[src/rtl/nts_ram.sv]
// ----------------------------------------------------------------------------
// nts_ram: generic simple dual-port RAM
// One write port and one read port; read data is registered.
// ----------------------------------------------------------------------------
`default_nettype none

module nts_ram #(
  parameter int WIDTH = 8,
  parameter int DEPTH = 16
) (
  input  wire logic                     clk,
  input  wire logic                     we,
  input  wire logic [$clog2(DEPTH)-1:0] waddr,
  input  wire logic [WIDTH-1:0]         wdata,
  input  wire logic [$clog2(DEPTH)-1:0] raddr,
  output logic      [WIDTH-1:0]         rdata
);

  logic [WIDTH-1:0] mem [DEPTH];

  always_ff @(posedge clk) begin
    if (we) begin
      mem[waddr] <= wdata;
    end
    rdata <= mem[raddr];
  end

endmodule

`default_nettype wire

[config.mk]
export PLATFORM = sky130hd
export DESIGN_NAME = nts_ram
export DESIGN_NICKNAME = d
export VERILOG_FILES = /design/src/rtl/nts_ram.sv
export SDC_FILE = /design/constraint.sdc
export NUM_CORES = 1
export LEC_CHECK = 0
export BUFFER_PORTS_ARGS = -buffer_cell sky130_fd_sc_hd__buf_4
export CORE_ASPECT_RATIO = 0.7
export CORE_MARGIN = 3
export CORE_UTILIZATION = 50
export DETAILED_ROUTE_END_ITERATION = 7
export GPL_TIMING_DRIVEN = 0
export PLACE_DENSITY = 0.73
export SYNTH_ARGS = -nofsm -noshare
export SYNTH_HDL_FRONTEND = slang
export SYNTH_SLANG_ARGS = --single-unit
[constraint.sdc]
create_clock -name clk -period 3.89 [get_ports clk]
set_input_delay 0.389 -clock clk [delete_from_list [all_inputs] [get_ports clk]]
set_output_delay 0.389 -clock clk [all_outputs]
set_load 0.005 [all_outputs]
=== Word-level counts from Yosys, hierarchy flattened ===
Memories as Yosys holds them, arrays and structs flattened. A register that Yosys moved wholly into a read port is not among the register bits.
Cells that the tools add are included.
W data, S select, Z words.

* Bits in registers: 0
* RAM bits: 128
* Input bits: 18
* Output and inout port bits: 8
* Memories: 1

{| class="wikitable"
|+ Memories
! name !! depth !! width !! read ports !! clocked after Yosys merged registers in !! write ports !! line !! RTL
|-
| mem || 16 || 8 || 1 || 1 || 1 || 19 || <nowiki>logic [WIDTH-1:0] mem [DEPTH];</nowiki>
|}

* Multiplexer cells: 2

{| class="wikitable"
|+ Operators with widths
! operator !! count
|-
| $mux W1 || 2
|}

=== Depth between registers and ports, before layout ===
Gate-level depths: netlist of the first run.

* Word-level depth: 2
* Mapped depth: 5

=== Worst setup path before layout of the first run ===
OpenSTA, ideal clock, no wires.

* Path type: input to register
* Start point: input waddr[2]
* End point: memory mem[0][0], enable pin
* Arrival: 1499 ps
* Required time: 3507 ps
* Slack: 2008 ps
* Stages: 2
* Buffers on the path: 0
* Cells stage by stage: or3b_2 > nor3_1

{| class="wikitable"
|+ RTL lines
! item !! line !! RTL
|-
| start: declaration || 13 || <nowiki>input wire logic [$clog2(DEPTH)-1:0] waddr,</nowiki>
|-
| end: declaration || 19 ||
|}

Straight into the memory's write port.

=== Final worst setup path of the first run ===
* Start point: input waddr[2]
* End point: memory mem[0][4], enable pin

Straight into the memory's write port.

==> results of run 1 <==
[cell usage after synthesis, drive strengths merged]
cell	number	area [um^2]
edfxtp	128	3840
mux4	32	773
a22oi	16	120
nor3	4	20.0
nor2b	1	6.26
dfxtp	8	160
nand3	1	5.00
nand2	9	33.8
buf	7	56.3
or3b	1	8.76
nand3b	2	15.0
and2	1	6.26
and2b	1	7.51
clkdlybuf4s25	3	30.0
nand2b	2	12.5
nor2	13	48.8
[worst max-delay path, delay by kind of cell]
| kind | cells | cell delay [ps] |
|---|---|---|
| AND/OR/NAND/NOR | 2 | 1510 |
| buffers and inverters | 1 | 130 |
[sequential cells by signal, summed over array words and instances (netlist names)]
| register | cells |
|---|---|
| rdata | 8 |
| mem | 128 |
[where the power goes]
| part | leakage, nW | switching, mW | internal (mW) |
|---|---|---|---|
| Clock | 0.323 | 0.574 | 1.22 |
| Sequential | 1.22 | 0.00893 | 1.64 |
| Combinational | 0.534 | 0.0932 | 0.0749 |
[final cells by class]
class                           instances  share of cell area
Buffer                                 10              0.0140
Multi-Input combinational cell         83               0.172
Sequential cell                       136               0.651
Clock inverter                         13              0.0364
Tap cell                              128              0.0260
Clock buffer                           19              0.0720
Timing Repair Buffer                   24              0.0293
[cell families (layout without fill, tap and decap cells)]
logic type,after synthesis,after routing,share of synthesized area
simple gates,35,35,0.0318
flops,136,136,0.778
mux,32,32,0.150
buf+inv,10,66,0.0168
compound gates,16,16,0.0233
[path summary, 6_finish.rpt]
kind | start | slack (ps) | endpoint | depth (start not counted)
max | waddr[2] | 1870 | mem[0][4] | 3
min | wdata[7] | 310 | mem[0][7] | 1
max reg2reg | mem[5][3] | 2500 | rdata[3] | 3
min reg2reg | mem[11][3] | 700 | rdata[3] | 3
[routing by layer]
layer  global-route usage  part of all wire
met1                0.301              0.45
met2                0.275              0.46
met3               0.0573             0.079
met4               0.0545            0.0078
met5                    0                 0
[placed cells by master, fill, tap and decap left out, drive strengths merged]
master / synthesis / layout
nor2: 13 / 13
nor3: 4 / 4
clkinv: 0 / 4
nor2b: 1 / 1
inv: 0 / 1
clkdlybuf4s25: 3 / 3
clkbuf: 0 / 19
buf: 7 / 31
mux4: 32 / 32
dfxtp: 8 / 8
nand3b: 2 / 2
nand3: 1 / 1
and2b: 1 / 1
clkinvlp: 0 / 2
a22oi: 16 / 16
or3b: 1 / 1
nand2: 9 / 9
nand2b: 2 / 2
edfxtp: 128 / 128
bufinv: 0 / 6
and2: 1 / 1
[through the flow]
| stage | instance area (um^2) | std cells | worst slack, ps | power, mW |
|---|---|---|---|---|
| floorplan | 5150 | 229 | 2010 | 1.76 |
| global placement | 5490 | 381 | 1420 | 1.84 |
| detailed placement | 5490 | 381 | 1490 | 1.85 |
| CTS | 6150 | 413 | 1870 | 3.63 |
| global route | 6150 | 413 | 1790 | 3.70 |
| finish | 6150 | 413 | 1870 | 3.61 |
==> flow_summary.toml, run 1 <==
[cells_and_area]
diodes = 0
regArea_um2 = 4000
final_core_util = 0.623
final_nets = 290
num-fill-cells = 673
area_growth_pct = 19.6
drive_above_1_share = 0.295
multi_input_area_um2 = 1060

[clocking]
cts_setup_buffers = 0
cts_max_path_buffers = 2
numCtsBuffers = 17
cts_root_buffer = "clkbuf_16"
clock_latency_ps = 410
cts-resized-gates = 0
ctsHtreeMaxLevel = 4
cts_tree = "built"
cts_hold_buf = 0
clock-sinks = 136
clkTransAtPathRegs_ps = 60

[detailed_routing]
drt-total-wl_mm = 10.3
drcViolationCount = 0
drtAntennaViolNets = 0
wl_per_cell_um = 24.9
vias = 2429
viasPerCell = 5.88
dr.pass1.iters = 4
drt_iter0_drc = 339

[run]
cap_violations = 0

[global_routing]
antenna_found_initial = 0
first_global_vias = 2584
grt_max_degree = 17
grt_pass1_wl_mm = 15.9
grt.total_usage = 0.196
overflow = 0

[critical_path]
start_kind = "input port"
critPathRequiredTime_ps = 3910
endpoint_kind = "flip-flop"
critical_path.cell_chain = "buf_4 > or3b_2 > nor3_1"
cp.arrival_ps = 2040
cpPeakStageDelay_ps = 990
crit_type = "in2reg"
crit_slowest_cell = "nor3_1"
crit_fanout = 8

[timing]
tns_ps = 0
fmax_ghz = 0.495
rsz0062_at_grt = "false"
slew-limit-headroom = 0.138
hold_ws_ps = 309
worst_pin_slew_ps = 1280
report.final.hold_viol_count = 0
finalCriticalPeriod_ps = 2020
finalCritPeriodShare = 0.520
slew_viol_final = 0
setup_viol = 0
clock_skew_ps = 7.84

[place]
gp_congestion = 0.737
io_buffers = 24
dp_hpwl_mm = 6.40

[synthesis]
synth_nets = 247
syn_inst = 229
synth_seq_cells = 136
syn-mean-instance-area_um2 = 22.5
syn_area_um2 = 5150
ys_seq_area_frac = 0.778
synthDistinctLibCells = 19
ys.warnings.count = 0

[min_path]
min_path_type = "in2reg"

[pwr]
p_per_area_nw_per_um2 = 586
p_leak_nw = 2.08
vdd_drop_max_mv = 0.557

[floorplan]
initial_utilization = 0.521
fp-row-count = 30
die_area_um2 = 11600
ioPinCount = 26
fp.dieW_um = 127
die_h_um = 90.9
core-area_um2 = 9870

[outcome]
status = "finished clean"
(Power assumes the default switching activity.)
==> inputs of run 2 (changes only) <==
- PLACE_DENSITY: 0.73 -> 0.76
- clock period: 3.89 -> 1.8 ns (I/O delays scaled with it)
==> flow_summary.toml, run 2 (synthesis gave the netlist of run 1 again) <==
[outcome]
status = "finished clean"

[detailed_routing]
drt_iter0_drc = 241
vias = 2435
drcViolationCount = 0
viasPerCell = 5.90
drt-total-wl_mm = 10.2
dr.pass1.iters = 4
wl_per_cell_um = 24.8
drtAntennaViolNets = 0

[cells_and_area]
design_area_um2 = 6010
regMostFlops = "mem"
mostFrequentLayoutCell = "edfxtp_1"
largest_reg_flops = 128
diodes = 0
final_nets = 290
final_cells = 413
reg_top3 = "mem: 128 flops, rdata: 8 flops"
drive_above_1_share = 0.274
area_growth_pct = 16.8
layout_common_cells = "edfxtp_1, buf_4, mux4_2"
final_core_util = 0.609

[critical_path]
endpoint_kind = "flip-flop"
start_kind = "input port"
r2r_slack_ps = 390
critPathRequiredTime_ps = 1820
worstReg2RegStart = "mem[15][0]"
crit_type = "in2reg"
r2r_end = "rdata[0]"
crit_fanout = 8
cp.arrival_ps = 1570
reg2reg_depth = 3

[floorplan]
initial_utilization = 0.521
fp.dieW_um = 127
die_area_um2 = 11600
die_h_um = 90.9
core-area_um2 = 9870
fp-row-count = 30
ioPinCount = 26

[global_routing]
first_global_vias = 2444
grt.total_usage = 0.192
overflow = 0
antenna_found_initial = 0
grt_max_degree = 17
grt_pass1_wl_mm = 15.3

[run]
cap_violations = 0

[place]
dpl-instance-area_um2 = 5490
io_buffers = 24
placed_cells = 381
dp_slack_ps = -436
gp_congestion = 0.769
dp_hpwl_mm = 6.55

[clocking]
cts_tree = "built"
clkTransAtPathRegs_ps = 50
numCtsBuffers = 17
cts_root_buffer = "clkbuf_16"
clock-sinks = 136
clock_latency_ps = 410
ctsHtreeMaxLevel = 4
cts_max_path_buffers = 2

[timing]
worst_pin_slew_ps = 1280
report.final.hold_viol_count = 0
setup_viol = 0
tns_ps = 0
finalCritPeriodShare = 0.859
rsz0062_at_grt = "false"
finalCriticalPeriod_ps = 1550
fmax_ghz = 0.647
clock_skew_ps = 5.59
setup_ws_ps = 254
hold_ws_ps = 96.0
slew_viol_final = 0
slew-limit-headroom = 0.137

[min_path]
hold_end = "mem[7][5]"
hp-start = "wdata[5]"
hold_depth = 1
min_path_type = "in2reg"

[pwr]
p_leak_nw = 2.01
p_total_mw = 6.97
p_per_area_nw_per_um2 = 1160
vdd_drop_max_mv = 1.06
==> run 2: cell types whose count changed in the layout (fill, tap and decap cells not counted) <==
cell       previous run  this run
bufinv_16             6         1
clkbuf_1              1         2
clkbuf_8              1         0
clkinv_1              0         6
inv_6                 1         0
nor3_1                4         3
nor3_2                0         1
==> run 2: layout make-up <==
| type | instances | area, um^2 |
|---|---|---|
| flip-flops and latches | 136 | 4000 |
| fillers | 686 | 3860 |
| multi-input cells | 83 | 1060 |
| clock buffers | 19 | 433 |
| repair buffers | 24 | 180 |
| well taps | 128 | 160 |
| clock inverters | 13 | 87.6 |
| plain buffers | 10 | 86.3 |
==> run 2: repair_timing <==
action / in CTS / in global routing
setup buffers: 0 / 0
setup endpoints to repair: 2 / 0
endpoints found under the hold margin: 0 / 0
hold buffers: 0 / 0
resized for setup: 1 / 0
==> run 2: metal layers <==
layer | wire length [um] | vias up | track usage
met5 | 0 | - | 0
met4 | 128 | 0 | 0.0616
met3 | 796 | 13 | 0.0798
met2 | 4630 | 86 | 0.264
met1 | 4680 | 1275 | 0.280
li1 | - | 1061 | -
==> run 2: worst max path at each step <==
| stage | start | to | slack, ps | cells after the start |
|---|---|---|---|---|
| floorplan | waddr[2] | mem[0][0] | 130 | 2 |
| finish | waddr[2] | mem[8][2] | 250 | 3 |
| global placement | waddr[2] | mem[0][7] | -460 | 3 |
| detailed placement | waddr[2] | mem[0][1] | -440 | 3 |
| global route | waddr[2] | mem[8][2] | 220 | 3 |
| CTS | waddr[2] | mem[8][2] | 270 | 3 |
==> run 2: critical path, stage by stage <==
cell	delay, ps
buf_4	130
nand3b_1	240
nor3_1	1020
==> run 2: power breakdown <==
part / switching [mW] / leakage (nW) / internal (mW)
combinational: 0.202 / 0.536 / 0.162
sequential: 0.0175 / 1.22 / 3.54
clock: 1.20 / 0.251 / 1.85
total: 1.42 / 2.01 / 5.56
